`config.mk`:
```
export PLATFORM = sky130hd
export DESIGN_NAME = stepper_interval_step_scheduler
export DESIGN_NICKNAME = d
export VERILOG_FILES = /design/src/design/sis_pkg.sv /design/src/design/sis_divider.sv /design/src/design/stepper_interval_step_scheduler.sv
export VERILOG_INCLUDE_DIRS = /design/src /design/src/design
export SDC_FILE = /design/constraint.sdc
export NUM_CORES = 1
export LEC_CHECK = 0
export BUFFER_PORTS_ARGS = -buffer_cell sky130_fd_sc_hd__clkbuf_2
export CAP_MARGIN = 20
export CELL_PAD_IN_SITES_DETAIL_PLACEMENT = 0
export CELL_PAD_IN_SITES_GLOBAL_PLACEMENT = 1
export CORE_AREA = 5 5 252 254
export DETAILED_ROUTE_END_ITERATION = 10
export DIE_AREA = 0 0 257 259
export PLACE_DENSITY = 0.81
export SKIP_CTS_REPAIR_TIMING = 1
export SLEW_MARGIN = 25
export SYNTH_ARGS = -nofsm -noshare
export SYNTH_HDL_FRONTEND = slang
export SYNTH_SLANG_ARGS = --single-unit
```
`constraint.sdc`:
```
create_clock -name clk -period 6.4 [get_ports clk]
set_input_delay 1.6 -clock clk [delete_from_list [all_inputs] [get_ports clk]]
set_output_delay 1.6 -clock clk [all_outputs]
set_load 0.05 [all_outputs]
```
`src/design/assert_macros.svh`:
```
// Assertion helpers shared by the RTL. All checks are clocked on clk and
// are held off while the synchronous reset is asserted.
`ifndef ASSERT_MACROS_SVH
`define ASSERT_MACROS_SVH

// Check that a condition holds at every clock edge.
`define SIS_ASSERT(lbl, cond, msg) \
  lbl: assert property (@(posedge clk) disable iff (!rst_n) (cond)) else $error(msg);

// Check that the consequent holds in the same cycle as the antecedent.
`define SIS_ASSERT_IMP(lbl, ante, cons, msg) \
  lbl: assert property (@(posedge clk) disable iff (!rst_n) (ante) |-> (cons)) else $error(msg);

// Check that the consequent holds in the cycle after the antecedent.
`define SIS_ASSERT_NEXT(lbl, ante, cons, msg) \
  lbl: assert property (@(posedge clk) disable iff (!rst_n) (ante) |=> (cons)) else $error(msg);

`endif

```
`src/design/sis_pkg.sv`:
```
package sis_pkg;

  localparam int unsigned FSPI_W       = 13;
  localparam int unsigned STEPS_W      = 17;
  localparam int unsigned CFG_INDEX_W  = 2;
  localparam int unsigned CFG_DATA_W   = 13;
  localparam int unsigned MODE_W       = 3;
  localparam int unsigned TLEN_W       = 5;
  localparam int unsigned SHIFT_W      = 3;
  localparam logic [FSPI_W-1:0] FSPI_MAX = 13'd4096;

  typedef enum logic [1:0] {
    OP_TICK  = 2'd0,
    OP_WRITE = 2'd1,
    OP_START = 2'd2
  } opcode_t;

  typedef enum logic [CFG_INDEX_W-1:0] {
    CFG_STEP_MODE    = 2'd0,
    CFG_FULL_STEPS   = 2'd1,
    CFG_TABLE_LENGTH = 2'd2
  } cfg_reg_t;

  typedef enum logic [1:0] {
    ST_IDLE,
    ST_RD_OLD,
    ST_RD_NEW,
    ST_DIV
  } state_t;

  typedef struct packed {
    logic [1:0]  opcode;
    logic [3:0]  table_address;
    logic [23:0] table_value;
  } in_item_t;

  typedef struct packed {
    logic       step_pulse;
    logic       direction;
    logic [3:0] table_index;
    logic       interval_done;
    logic [2:0] microstep_pins;
  } out_item_t;

  // MS1/MS2/MS3 levels per step mode; unused modes run as full step.
  function automatic logic [2:0] mode_pins(input logic [MODE_W-1:0] mode);
    logic [2:0] pins;
    unique case (mode)
      3'd1:    pins = 3'b001;
      3'd2:    pins = 3'b010;
      3'd3:    pins = 3'b011;
      3'd4:    pins = 3'b111;
      default: pins = 3'b000;
    endcase
    return pins;
  endfunction

  // log2 of the microstep factor.
  function automatic logic [SHIFT_W-1:0] mode_shift(input logic [MODE_W-1:0] mode);
    logic [SHIFT_W-1:0] sh;
    unique case (mode)
      3'd1:    sh = 3'd1;
      3'd2:    sh = 3'd2;
      3'd3:    sh = 3'd3;
      3'd4:    sh = 3'd4;
      default: sh = 3'd0;
    endcase
    return sh;
  endfunction

endpackage

```
`src/design/sis_divider.sv`:
```
module sis_divider #(
  parameter int unsigned DIVIDEND_W = 24
) (
  input  logic                           clk,
  input  logic                           rst_n,
  input  logic                           start,
  input  logic [DIVIDEND_W-1:0]          dividend,
  input  logic [sis_pkg::FSPI_W-1:0]     divisor,
  output logic                           done,
  output logic [DIVIDEND_W-1:0]          quotient
);

  localparam int unsigned CNT_W = $clog2(DIVIDEND_W);
  localparam logic [CNT_W-1:0] CNT_LAST = CNT_W'(DIVIDEND_W - 1);

  logic                           busy_r;
  logic                           done_r;
  logic [CNT_W-1:0]               cnt_r;
  logic [sis_pkg::FSPI_W-1:0]     rem_r;
  logic [sis_pkg::FSPI_W-1:0]     div_r;
  logic [DIVIDEND_W-1:0]          quo_r;
  logic [sis_pkg::FSPI_W:0]       trial;
  logic                           fits;

  // One restoring step: shift in the next dividend bit, subtract if it fits.
  assign trial = {rem_r, quo_r[DIVIDEND_W-1]};
  assign fits  = trial >= {1'b0, div_r};

  always_ff @(posedge clk) begin
    if (!rst_n) begin
      busy_r <= 1'b0;
      done_r <= 1'b0;
      cnt_r  <= '0;
    end else begin
      done_r <= 1'b0;
      if (start) begin
        busy_r <= 1'b1;
        cnt_r  <= '0;
      end else if (busy_r) begin
        cnt_r <= cnt_r + 1'b1;
        if (cnt_r == CNT_LAST) begin
          busy_r <= 1'b0;
          done_r <= 1'b1;
        end
      end
    end
  end

  always_ff @(posedge clk) begin
    if (start) begin
      rem_r <= '0;
      div_r <= divisor;
      quo_r <= dividend;
    end else if (busy_r) begin
      rem_r <= fits ? sis_pkg::FSPI_W'(trial - {1'b0, div_r})
                    : trial[sis_pkg::FSPI_W-1:0];
      quo_r <= {quo_r[DIVIDEND_W-2:0], fits};
    end
  end

  assign done     = done_r;
  assign quotient = quo_r;

endmodule

```
`src/design/stepper_interval_step_scheduler.sv`:
```
// A tick that stays inside its interval, a table write or an unused opcode
// returns its result in the cycle after acceptance; a start passes through
// RD_NEW and DIV, and a tick that ends an interval through RD_OLD, RD_NEW and DIV.
// Throughput: one transaction at a time, with the input held off while the
// one-bit-per-cycle restoring divider computes the step spacing.
// Reset (synchronous, rst_n low): schedule state cleared, direction high, table undefined.
module stepper_interval_step_scheduler #(
  parameter int unsigned TABLE_DEPTH = 16,
  parameter int unsigned TIME_WIDTH  = 24
) (
  input  logic                                clk,
  input  logic                                rst_n,
  input  logic                                in_valid,
  output logic                                in_ready,
  input  sis_pkg::in_item_t                   in_data,
  output logic                                out_valid,
  input  logic                                out_ready,
  output sis_pkg::out_item_t                  out_data,
  input  logic                                cfg_valid,
  output logic                                cfg_ready,
  input  logic [sis_pkg::CFG_INDEX_W-1:0]     cfg_index,
  input  logic [sis_pkg::CFG_DATA_W-1:0]      cfg_data
);

`include "assert_macros.svh"

  localparam int unsigned IDX_W = (TABLE_DEPTH > 1) ? $clog2(TABLE_DEPTH) : 1;
  localparam int unsigned AW    = (IDX_W > 4) ? IDX_W : 4;
  // Width for length and index compares: holds TABLE_DEPTH and a 5-bit length.
  localparam int unsigned CW    = (IDX_W + 1 > 5) ? IDX_W + 1 : 5;
  localparam logic [AW:0]   DEPTH_A = (AW + 1)'(TABLE_DEPTH);
  localparam logic [CW-1:0] DEPTH_C = CW'(TABLE_DEPTH);

  // Configuration registers.
  logic [sis_pkg::MODE_W-1:0]   step_mode_r;
  logic [sis_pkg::FSPI_W-1:0]   full_steps_r;
  logic [sis_pkg::TLEN_W-1:0]   table_length_r;

  // Schedule state. rel_time_r is elapsed time minus interval start time.
  sis_pkg::state_t              state_r, state_nxt;
  logic [31:0]                  rel_time_r, rel_time_nxt;
  logic [TIME_WIDTH-1:0]        next_step_time_r, next_step_time_nxt;
  logic [TIME_WIDTH-1:0]        step_spacing_r, step_spacing_nxt;
  logic [sis_pkg::STEPS_W-1:0]  steps_taken_r, steps_taken_nxt;
  logic [IDX_W-1:0]             cur_index_r, cur_index_nxt;
  logic                         descending_r, descending_nxt;
  logic                         direction_r, direction_nxt;
  logic                         pulse_r, pulse_nxt;
  logic                         iv_done_r, iv_done_nxt;
  logic                         out_valid_r, out_valid_nxt;
  sis_pkg::out_item_t           out_data_r, out_data_nxt;

  // Interval table memory.
  logic [TIME_WIDTH-1:0]        table_mem [TABLE_DEPTH];
  logic [TIME_WIDTH-1:0]        mem_rdata_r;
  logic                         mem_re;
  logic [IDX_W-1:0]             mem_raddr;
  logic                         mem_we;
  logic [AW-1:0]                wr_addr;

  // Derived configuration values.
  logic [sis_pkg::FSPI_W-1:0]   full_steps;
  logic [sis_pkg::SHIFT_W-1:0]  ustep_shift;
  logic [sis_pkg::STEPS_W-1:0]  steps_per_iv;
  logic [CW-1:0]                tlen_ext;
  logic [CW-1:0]                used_len;
  logic [2:0]                   pins;

  logic                         in_fire;
  logic                         div_start;
  logic                         div_done;
  logic [TIME_WIDTH-1:0]        div_quot;

  assign in_fire   = in_valid && in_ready;
  assign in_ready  = (state_r == sis_pkg::ST_IDLE) && (!out_valid_r || out_ready);
  assign cfg_ready = 1'b1;
  assign out_valid = out_valid_r;
  assign out_data  = out_data_r;

  // ---------------------------------------------------------------------
  // Configuration port: writes beyond the register list are dropped.
  // ---------------------------------------------------------------------
  always_ff @(posedge clk) begin
    if (!rst_n) begin
      step_mode_r    <= '0;
      full_steps_r   <= sis_pkg::FSPI_W'(1);
      table_length_r <= sis_pkg::TLEN_W'(16);
    end else if (cfg_valid && cfg_ready) begin
      unique case (cfg_index)
        sis_pkg::CFG_STEP_MODE:    step_mode_r    <= cfg_data[sis_pkg::MODE_W-1:0];
        sis_pkg::CFG_FULL_STEPS:   full_steps_r   <= cfg_data;
        sis_pkg::CFG_TABLE_LENGTH: table_length_r <= cfg_data[sis_pkg::TLEN_W-1:0];
        default: ;
      endcase
    end
  end

  // Clamp full steps to 1..4096 and the table length to 1..TABLE_DEPTH.
  always_comb begin
    if (full_steps_r == '0) begin
      full_steps = sis_pkg::FSPI_W'(1);
    end else if (full_steps_r > sis_pkg::FSPI_MAX) begin
      full_steps = sis_pkg::FSPI_MAX;
    end else begin
      full_steps = full_steps_r;
    end
    tlen_ext = CW'(table_length_r);
    if (tlen_ext == '0) begin
      used_len = CW'(1);
    end else if (tlen_ext > DEPTH_C) begin
      used_len = DEPTH_C;
    end else begin
      used_len = tlen_ext;
    end
  end

  // The microstep factor is a power of two, so steps per interval is a shift.
  assign ustep_shift  = sis_pkg::mode_shift(step_mode_r);
  assign steps_per_iv = sis_pkg::STEPS_W'(full_steps) << ustep_shift;
  assign pins         = sis_pkg::mode_pins(step_mode_r);

  // ---------------------------------------------------------------------
  // Table memory: one write port from the input channel, one registered read
  // port owned by the sequencer. Writes happen only for a write opcode in IDLE and
  // reads only for ticks and starts (in IDLE and RD_OLD), so the two never collide.
  // ---------------------------------------------------------------------
  assign wr_addr = AW'(in_data.table_address);
  assign mem_we  = in_fire && (in_data.opcode == sis_pkg::OP_WRITE)
                   && ({1'b0, wr_addr} < DEPTH_A);

  always_ff @(posedge clk) begin
    if (mem_we) begin
      table_mem[wr_addr[IDX_W-1:0]] <= TIME_WIDTH'(in_data.table_value);
    end
  end

  always_ff @(posedge clk) begin
    if (mem_re) begin
      mem_rdata_r <= table_mem[mem_raddr];
    end
  end

  // Step spacing = entry / (full_steps << shift) = (entry >> shift) / full_steps.
  sis_divider #(
    .DIVIDEND_W (TIME_WIDTH)
  ) u_div (
    .clk      (clk),
    .rst_n    (rst_n),
    .start    (div_start),
    .dividend (mem_rdata_r >> ustep_shift),
    .divisor  (full_steps),
    .done     (div_done),
    .quotient (div_quot)
  );

  // ---------------------------------------------------------------------
  // Sequencer state and schedule registers.
  // ---------------------------------------------------------------------
  always_ff @(posedge clk) begin
    if (!rst_n) begin
      state_r          <= sis_pkg::ST_IDLE;
      rel_time_r       <= '0;
      next_step_time_r <= '0;
      step_spacing_r   <= '0;
      steps_taken_r    <= '0;
      cur_index_r      <= '0;
      descending_r     <= 1'b0;
      direction_r      <= 1'b1;
      pulse_r          <= 1'b0;
      iv_done_r        <= 1'b0;
      out_valid_r      <= 1'b0;
    end else begin
      state_r          <= state_nxt;
      rel_time_r       <= rel_time_nxt;
      next_step_time_r <= next_step_time_nxt;
      step_spacing_r   <= step_spacing_nxt;
      steps_taken_r    <= steps_taken_nxt;
      cur_index_r      <= cur_index_nxt;
      descending_r     <= descending_nxt;
      direction_r      <= direction_nxt;
      pulse_r          <= pulse_nxt;
      iv_done_r        <= iv_done_nxt;
      out_valid_r      <= out_valid_nxt;
    end
  end

  always_ff @(posedge clk) begin
    out_data_r <= out_data_nxt;
  end

  // Tick flow:   IDLE -> (interval ends) RD_OLD -> RD_NEW -> DIV -> IDLE
  // Start flow:  IDLE -> RD_NEW -> DIV -> IDLE
  // RD_OLD retires the finished interval (needs its entry) and reads the new index,
  // RD_NEW starts the divide on the entry of the new index, DIV computes the new spacing.
  always_comb begin
    logic [31:0]             rel_inc;
    logic                    step_now;
    logic [TIME_WIDTH:0]     nst_sum;
    logic [sis_pkg::STEPS_W-1:0] steps_upd;
    logic [CW-1:0]           idx_c;

    state_nxt          = state_r;
    rel_time_nxt       = rel_time_r;
    next_step_time_nxt = next_step_time_r;
    step_spacing_nxt   = step_spacing_r;
    steps_taken_nxt    = steps_taken_r;
    cur_index_nxt      = cur_index_r;
    descending_nxt     = descending_r;
    direction_nxt      = direction_r;
    pulse_nxt          = pulse_r;
    iv_done_nxt        = iv_done_r;
    out_valid_nxt      = out_valid_r && !out_ready;
    out_data_nxt       = out_data_r;
    mem_re             = 1'b0;
    mem_raddr          = cur_index_r;
    div_start          = 1'b0;

    rel_inc   = rel_time_r + 32'd1;
    step_now  = rel_inc >= 32'(next_step_time_r);
    nst_sum   = {1'b0, next_step_time_r} + {1'b0, step_spacing_r};
    steps_upd = step_now ? steps_taken_r + 1'b1 : steps_taken_r;
    idx_c     = CW'(cur_index_r);

    unique case (state_r)
      sis_pkg::ST_IDLE: begin
        if (in_fire) begin
          // Default result: no pulse, no interval end, current position.
          out_data_nxt.step_pulse     = 1'b0;
          out_data_nxt.direction      = direction_r;
          out_data_nxt.table_index    = 4'(cur_index_r);
          out_data_nxt.interval_done  = 1'b0;
          out_data_nxt.microstep_pins = pins;
          unique case (in_data.opcode)
            sis_pkg::OP_TICK: begin
              rel_time_nxt    = rel_inc;
              steps_taken_nxt = steps_upd;
              if (step_now) begin
                // Saturate the next step time at the time field's maximum.
                next_step_time_nxt = nst_sum[TIME_WIDTH] ? '1 : nst_sum[TIME_WIDTH-1:0];
              end
              if (steps_upd >= steps_per_iv) begin
                // Interval complete: fetch its entry to retire it.
                mem_re      = 1'b1;
                mem_raddr   = cur_index_r;
                pulse_nxt   = step_now;
                iv_done_nxt = 1'b1;
                state_nxt   = sis_pkg::ST_RD_OLD;
              end else begin
                out_data_nxt.step_pulse = step_now;
                out_valid_nxt           = 1'b1;
              end
            end
            sis_pkg::OP_START: begin
              cur_index_nxt  = '0;
              descending_nxt = 1'b0;
              rel_time_nxt   = '0;
              mem_re         = 1'b1;
              mem_raddr      = '0;
              pulse_nxt      = 1'b0;
              iv_done_nxt    = 1'b0;
              state_nxt      = sis_pkg::ST_RD_NEW;
            end
            default: begin
              // Table write (memory side above) and unused opcode.
              out_valid_nxt = 1'b1;
            end
          endcase
        end
      end

      sis_pkg::ST_RD_OLD: begin
        // Move the interval start forward by the finished entry.
        rel_time_nxt = rel_time_r - 32'(mem_rdata_r);
        // Ping-pong the index; flip direction when it would go below zero.
        if (idx_c >= used_len) begin
          cur_index_nxt  = IDX_W'(used_len - CW'(1));
          descending_nxt = 1'b1;
        end else if (descending_r) begin
          if (cur_index_r == '0) begin
            direction_nxt  = !direction_r;
            descending_nxt = 1'b0;
          end else begin
            cur_index_nxt = cur_index_r - 1'b1;
          end
        end else begin
          if (idx_c + CW'(1) >= used_len) begin
            descending_nxt = 1'b1;
          end else begin
            cur_index_nxt = cur_index_r + 1'b1;
          end
        end
        mem_re    = 1'b1;
        mem_raddr = cur_index_nxt;
        state_nxt = sis_pkg::ST_RD_NEW;
      end

      sis_pkg::ST_RD_NEW: begin
        div_start = 1'b1;
        state_nxt = sis_pkg::ST_DIV;
      end

      sis_pkg::ST_DIV: begin
        if (div_done) begin
          step_spacing_nxt            = div_quot;
          next_step_time_nxt          = div_quot;
          steps_taken_nxt             = '0;
          out_data_nxt.step_pulse     = pulse_r;
          out_data_nxt.direction      = direction_r;
          out_data_nxt.table_index    = 4'(cur_index_r);
          out_data_nxt.interval_done  = iv_done_r;
          out_data_nxt.microstep_pins = pins;
          out_valid_nxt               = 1'b1;
          state_nxt                   = sis_pkg::ST_IDLE;
        end
      end

      default: begin
        state_nxt = sis_pkg::ST_IDLE;
      end
    endcase
  end

  // ---------------------------------------------------------------------
  // Assertions
  // ---------------------------------------------------------------------
  `SIS_ASSERT_IMP(a_div_done_in_div, div_done, state_r == sis_pkg::ST_DIV,
                  "divider finished outside the divide state")
  `SIS_ASSERT_NEXT(a_write_result_next, in_fire && in_data.opcode == sis_pkg::OP_WRITE,
                   out_valid_r && state_r == sis_pkg::ST_IDLE,
                   "table write did not return its result in one cycle")
  `SIS_ASSERT_NEXT(a_load_spacing, state_r == sis_pkg::ST_DIV && div_done,
                   next_step_time_r == step_spacing_r && steps_taken_r == '0,
                   "new interval not loaded with its spacing")
  `SIS_ASSERT_IMP(a_index_in_table, state_r == sis_pkg::ST_IDLE,
                  CW'(cur_index_r) < DEPTH_C,
                  "table index beyond table depth")

endmodule

```
# Word-level counts from Yosys, hierarchy flattened
# Memory sizes are Yosys's and may differ from the RTL's. A register that Yosys moved wholly into a read port is not among the register bits.
# Cells that the tools add are included.
# op_classes
n_reduce_logical,32
order_cmp,7
muxes,67
eq_ne,20
n_addsub,10
div,0
bitwise,3
multipliers,0
shifts,2
# ops
op,count
$mux 24,7
$pmux 32 s2,2
$mux 17,4
$pmux 24 s2,1
$mux 13,3
$pmux 17 s2,1
$add 32x1->32 const B,1
$ge 32x24->1,1
$mux 32,1
$sub 32x24->32,1
$add 24x24->25,1
$mux 4,6
$pmux 3 s4,2
$shr 24x3->24,1
$mux 1,22
$mux 10,2
$pmux 10 s2,1
$add 17x1->17 const B,1
$ge 17x17->1,1
$shl 13x3->17,1
$reduce_and 4->1,4
$ge 14x13->1,1
$pmux 1 s2,7
$gt 13x13->1 const B,1
37 further kinds,68
# word_totals
mem_count,1
latchBits,0
regBits,196
ram_bits,384
in_bits,50
out_inout_bits,13
rom_bits,0
# memory_table
name,words,width,rd,rd_ports_with_merged_regs,wr,line_no,text
table_mem,16,24,1,1,1,stepper_interval_step_scheduler.sv:54,logic [TIME_WIDTH-1:0] table_mem [TABLE_DEPTH];

# Depth between registers and ports, before layout
# Gate-level depths: netlist (run 1).
# logic_depth
depth_word,9
ltp_mapped,28
depth_no_buf,27

# Modules after synthesis
# Synthesis (run 1) repeated with hierarchy kept, for this count alone.
# unflattened
hier_cells,3112
hier_area_um2,31008.5
# by_module_without_submodules
mod,area_per_inst_um2,n_inst,cells_per_inst
stepper_interval_step_scheduler,28026.9,1,2853
sis_divider,2981.6,1,259

# Worst setup path before layout (run 1)
# OpenSTA, ideal clock, no wires.
# synth_path
path_type,reg2reg
start,register rel_time_r[0]
end,"register mem_rdata_r[0] (read register of table_mem), enable pin"
slack_ns,0.803
period_less_slack_ns,5.597
stages_incl_launch_ff,27
path_buffers,1
required_ns,6.090
arrival_time_ns,5.287
path_cell_list,dfxtp_1 > ha_1 > and2_1 > and2_1 > nand3_1 > nor2_1 > and4_1 > nand3_1 > xnor2_1 > ha_1 > nand2_1 > o21a_1 > o21ai_0 > nor3_1 > mux2i_1 > or3_4 > nand2_2 > buf_2 > nor2_1 > xor2_1 > ha_1 > a21o_1 > a21o_1 > a211oi_1 > nand2_1 > o211a_1 > or2_2
# synth_via
elab_chain_len,8
# synth_rtl
item,line_no,text
start: declaration,stepper_interval_step_scheduler.sv:41,"logic [31:0] rel_time_r, rel_time_nxt;"
start signal: assignment,stepper_interval_step_scheduler.sv:174,rel_time_r <= rel_time_nxt;
$add 32x1->32,stepper_interval_step_scheduler.sv:218,rel_inc = rel_time_r + 32'd1;
$ge 32x24->1,stepper_interval_step_scheduler.sv:219,step_now = rel_inc >= 32'(next_step_time_r);
$mux 17,stepper_interval_step_scheduler.sv:221,steps_upd = step_now ? steps_taken_r + 1'b1 : steps_taken_r;
$ge 17x17->1,stepper_interval_step_scheduler.sv:241,if (steps_upd >= steps_per_iv) begin
$mux 1,stepper_interval_step_scheduler.sv:241,
$pmux 1 s2,stepper_interval_step_scheduler.sv:233,unique case (in_data.opcode)
$mux 1,stepper_interval_step_scheduler.sv:226,if (in_fire) begin
$pmux 1 s2,stepper_interval_step_scheduler.sv:224,unique case (state_r)
named net mem_re,stepper_interval_step_scheduler.sv:56,logic mem_re;
end: declaration,stepper_interval_step_scheduler.sv:55,logic [TIME_WIDTH-1:0] mem_rdata_r;
# The timed path passes the listed nets, and every way through them passes these cells.
# A chain may end at the register's enable or synchronous reset.

# Worst setup path after layout (run 1)
# layout_path
start,register rel_time_r[0]
end,"register mem_rdata_r[2] (read register of table_mem), enable pin"
# layout_via
elab_chain_len,8
# layout_rtl
item,line_no
$add 32x1->32,stepper_interval_step_scheduler.sv:218
$ge 32x24->1,stepper_interval_step_scheduler.sv:219
$mux 17,stepper_interval_step_scheduler.sv:221
$ge 17x17->1,stepper_interval_step_scheduler.sv:241
$mux 1,stepper_interval_step_scheduler.sv:241
$pmux 1 s2,stepper_interval_step_scheduler.sv:233
$mux 1,stepper_interval_step_scheduler.sv:226
$pmux 1 s2,stepper_interval_step_scheduler.sv:224
# Every way passes these cells.

==> impl_metrics.toml, run 1 <==
[outcome]
outcome = "completed"

[clocking]
cts_buffers = 67
cts_tree = "built"
cts.sinks = 604
worstSkewPairLatency_ns = 0.62
cts-root-buf = "clkbuf_16"
path_clk_slew_ns = 0.06
cts_buffer_depth = 3
htree_levels = 3

[route]
wl_per_cell_um = 21.9
vias = 22100
first_pass_iters = 5
via_per_inst = 6.00
ant_nets = 0
wl_um = 80500
drcViolationCount = 0
first_iter_violations = 1941

[synthesis]
synth_ff_type = "edfxtp_1"
yosys.cell_types.count = 99
synth-edff-count = 455
synth.top_cell.area_share_pct = 44.3
synthTopCellsByArea = "edfxtp_1, dfxtp_1, mux2i_1"
postSynthCellCount = 2772
yosys.cell_count.top_type = "edfxtp_1"
yosys-top-cells-count = "edfxtp_1, nand2_1, mux2i_1, nor2_1, a21oi_1"
synth-async-reset-ratio_pct = 0
synth_top_cell_by_area = "edfxtp_1"
syn_nets = 2946
netlist_area_mm2 = 0.0309
yosysSeqAreaShare_pct = 54.0
ys_seq_elements = 604
ys_warn_count = 0
avgSynthCellArea_um2 = 11.1

[die]
core-area_mm2 = 0.0610
num_rows = 91
dieArea_mm2 = 0.0666
ios = 63
die_x_um = 257
chipHeight_um = 259
start_util_pct = 50.6

[timing]
finalSetupTns_ns = 0
final-max-slew-violation-count = 0
rsz0062_at_grt = "no"
finalCritPeriodShare_pct = 94.8
tightest_slew_ns = 1.04
worst_slack_ns = 0.331
relSlewSlack_pct = 30.5
finalSetupViolations = 0
min_period_ns = 6.07
timing.final.hold_violations = 0
max_freq_mhz = 165
finClkSkew_ns = 0.0232

[global_route]
grt_pass1_wl_um = 124000
grt_overflow = 0
grt_max_degree = 80
grt_usage_pct = 23.4
grt_pass1_vias = 21700
antenna_found_initial = 4

[setup_path]
start_kind = "register"
slowest_delay_ns = 0.48
crit_slowest_cell = "or3_4"
end_kind = "register"
cp.arrival_ns = 6.41
critPathMaxFanout = 12
worstPathRequired_ns = 6.74
criticalPathCategory = "reg2reg"

[finish]
final_layout_size_suffix_gt1_share_pct = 11.5
area_growth_pct = 12.0
stdcell_count = 3676
fillCellCount = 5136
nets = 3004

[place]
dp_slack_ns = 0.248
hpwlAfterDp_um = 54100
placement.io_buffers = 61
globalplace.congestion = 0.926
dp_cells = 3544

[min_path]
hold_path_class = "reg2reg"

[power_and_ir_drop]
powerDensity_mw_per_mm2 = 356
p_total_mw = 12.3
peakVddDrop_mv = 0.302
p_leak_nw = 14.0

[job]
cap_violations = 0
-- sequential cells by signal, indices dropped and copies added, names as in the netlist, 3 cells and up --
signal,count
table_length_r,5
step_spacing_r,24
u_div.cnt_r,5
mem_rdata_r,24
out_data,10
rel_time_r,32
step_mode_r,3
table_mem,384
u_div.rem_r,13
next_step_time_r,24
u_div.quotient,24
steps_taken_r,17
cur_index_r,4
full_steps_r,13
u_div.div_r,13
-- worst max-delay path, delay by kind of cell, from the launching register on --
kind	cells	cell delay, ns
mux	2	0.48
flops	1	0.42
buf+inv	2	0.29
xor+xnor	1	0.16
simple gates	11	2.32
compound gates	7	1.25
fa+ha+maj	3	0.84
-- placed cells by master, fill, tap and decap left out, drive strengths merged, types with 71 or more instances in the layout --
master  count
edfxtp    455
nor2      214
o21ai     106
a21oi     199
buf        71
clkbuf    145
mux2i     222
ha        121
nand2     297
dfxtp     149
inv       111
-- cell families (layout without fill, tap and decap cells) --
kind of cell,Yosys count,in the layout,synth area share (%)
adders and majority gates,124,124,5.10
xor gates and xnor gates,86,86,2.44
buffers and inverters,254,364,3.46
DFF,604,604,54.0
muxes,250,250,9.11
and+or+nand+nor,837,839,12.8
other,1,3,0.0122
AOI/OAI and AO/OA,616,616,13.1
-- worst paths after layout --
check,slack [ns],cells past startpoint,end,startpoint
min,0.45,0,out_data[8],direction_r
min reg2reg,0.45,0,out_data[8],direction_r
max reg2reg,0.33,26,mem_rdata_r[2],rel_time_r[0]
max,0.33,26,mem_rdata_r[2],rel_time_r[0]
-- through the flow --
step | hold slack [ns] | instance area [um^2] | utilization (%)
floorplan | 0.417 | 30900 | -
global placement | 0.442 | 32200 | 52.7
detailed placement | 0.448 | 32200 | 52.7
CTS | 0.461 | 34500 | 56.5
global route | 0.475 | 34500 | 56.6
finish | 0.453 | 34600 | 56.6
-- final cells by class --
cell class	count	area, um^2	share of cell area, %
sequential	604	16600	48.2
multi-input combinational	1916	13300	38.5
clock buffer	84	1860	5.39
tap	790	988	2.86
timing repair buffer	132	901	2.61
clock inverter	39	443	1.28
inverter	109	409	1.18
antenna	2	5.00	0.0145
-- power by group --
group          internal [mW]  switching, mW  total [mW]  leakage [nW]
combinational           1.33           2.07        3.40          7.58
clock                   2.40           1.60        4.00          1.12
sequential              4.61          0.299        4.91          5.33
-- routing by layer --
| layer | up-vias | part of all wire [%] | global-route usage (%) |
|---|---|---|---|
| met5 | - | 0.0099 | 0 |
| met4 | 2 | 3.0 | 6.83 |
| met3 | 143 | 5.5 | 3.55 |
| met2 | 689 | 48 | 39.5 |
| met1 | 10800 | 43 | 31.6 |
| li1 | 10400 | - | - |
No activity file was read; power rests on OpenSTA's default activity.
==> run 2, diff against run 1 <==
--- a/config.mk
+++ b/config.mk
@@ -13,6 +13,7 @@
 export CORE_AREA = 5 5 252 254
 export DETAILED_ROUTE_END_ITERATION = 10
 export DIE_AREA = 0 0 257 259
+export MAX_ROUTING_LAYER = met4
 export PLACE_DENSITY = 0.81
 export SKIP_CTS_REPAIR_TIMING = 1
 export SLEW_MARGIN = 25
==> run 2 against run 1 <==
Combinational power fell by 4%. Die area did not move. Via count rose by 0.18%. Non-clock buffer count fell by 7. Critical endpoint is now mem_rdata_r[16]. Sequential power barely moved. Routed wire length rose by 0.22%. Maximum frequency rose by 2.2%.
==> impl_metrics.toml, run 2 (synthesis results as in run 1) <==
[die]
start_util_pct = 50.6
ios = 63
core-area_mm2 = 0.0610
dieArea_mm2 = 0.0666
die_x_um = 257
num_rows = 91
chipHeight_um = 259

[global_route]
grt_overflow = 0
grt_max_degree = 80
grt_usage_pct = 24.3
grt_pass1_vias = 21400
grt_pass1_wl_um = 124000
antenna_found_initial = 4

[clocking]
cts-root-buf = "clkbuf_16"
cts.sinks = 604
htree_levels = 3
cts_buffers = 68
path_clk_slew_ns = 0.06
cts_tree = "built"
cts_buffer_depth = 3
worstSkewPairLatency_ns = 0.62

[power_and_ir_drop]
p_leak_nw = 14.0
power.share.switching_pct = 32.4
powerDensity_mw_per_mm2 = 353
p_seq_share_pct = 40.3
p_total_mw = 12.2
power_switching_mw = 3.95
p_int_mw = 8.25
peakVddDrop_mv = 0.256
pwr-share-comb_pct = 26.9
p_clk_share_pct = 32.8

[finish]
area_growth_pct = 11.9
final_common_cell = "edfxtp_1"
nets = 2996
mostFrequentLayoutCells = "edfxtp_1, nand2_1, mux2i_1"
fillCellCount = 5117
final_layout_size_suffix_gt1_share_pct = 11.2
largest_register_ffs = 384

[setup_path]
slowest_delay_ns = 0.47
cp.arrival_ns = 6.27
worstPathRequired_ns = 6.73
critical_path.startpoint = "rel_time_r[0]"
criticalPathCategory = "reg2reg"
critPathMaxFanout = 24
crit_slowest_cell = "or3_4"
worstRegToRegCells = 25
start_kind = "register"
end_kind = "register"
timing.rr.start = "rel_time_r[0]"

[route]
wl_per_cell_um = 22.0
first_pass_iters = 6
vias = 22100
via_per_inst = 6.02
ant_nets = 0
first_iter_violations = 2072
drcViolationCount = 0
wl_um = 80700

[min_path]
hold_path_class = "reg2reg"
min_from = "direction_r"
hold_depth = 0

[timing]
finalSetupViolations = 0
holdWs_ns = 0.446
finalCritPeriodShare_pct = 92.8
tightest_slew_ns = 1.04
min_period_ns = 5.94
max_freq_mhz = 168
timing.final.hold_violations = 0
finClkSkew_ns = 0.0335
rsz0062_at_grt = "no"
relSlewSlack_pct = 30.4
final-max-slew-violation-count = 0
finalSetupTns_ns = 0

[outcome]
outcome = "completed"

[job]
cap_violations = 0

[place]
hpwlAfterDp_um = 54400
globalplace.congestion = 0.925
placement.io_buffers = 61
## run 2: cell count changes in the layout (fill, tap and decap cells not counted), moves of 2 or more
cell / change
clkbuf_1: +5
buf_4: -8
clkinv_1: -3
clkinv_2: +2
clkbuf_8: -3
clkinv_16: +3
clkinv_4: -2
## run 2: layout make-up
cell class,count,area [um^2],area share [%]
antenna,3,7.51,0.0217
timing repair buffer,125,861,2.49
tap,790,988,2.86
clock inverter,39,499,1.45
multi-input combinational,1914,13300,38.4
sequential,604,16600,48.2
inverter,109,409,1.19
clock buffer,86,1840,5.33
## run 2: worst max-delay path, delay by kind of cell (launching register included)
| family | cells | cell delay, ns |
|---|---|---|
| DFF | 1 | 0.42 |
| AOI/OAI and AO/OA | 6 | 1.15 |
| adders and majority gates | 3 | 0.89 |
| and+or+nand+nor | 13 | 2.71 |
| xor gates and xnor gates | 2 | 0.33 |
| muxes | 1 | 0.14 |
## run 2: final timing paths
| path | slack (ns) | to |
|---|---|---|
| max | 0.46 | mem_rdata_r[16] |
| min | 0.45 | out_data[8] |
| max reg2reg | 0.46 | mem_rdata_r[16] |
| min reg2reg | 0.45 | out_data[8] |
## run 2: per-stage QoR
stage	worst slack [ns]	utilization [%]	cell area [um^2]	std cells
after floorplan	0.803	-	30900	2772
final	0.464	56.6	34500	3670
after CTS	0.222	56.5	34500	3665
after detailed placement	0.239	52.7	32100	3540
after global placement	0.377	52.7	32100	3540
after global routing	0.0118	56.6	34500	3670
## run 2: per-layer routing
layer / wire [um] / global-route usage [%] / vias up / share of wire [%]
met5: 0 / - / - / 0
met4: 2170 / 6.92 / 0 / 2.7
met2: 39500 / 40.1 / 719 / 49
met1: 34500 / 31.7 / 10800 / 43
li1: - / - / 10400 / -
met3: 4560 / 3.33 / 126 / 5.6
## run 2: power by group through the flow
stage               Sequential, mW  Combinational [mW]  Clock [mW]
floorplan                     4.92                2.36           0
global placement              4.97                3.18           0
detailed placement            4.99                3.22           0
CTS                           4.91                3.24        4.07
global route                  4.94                3.60        4.24
finish                        4.91                3.28        4.00
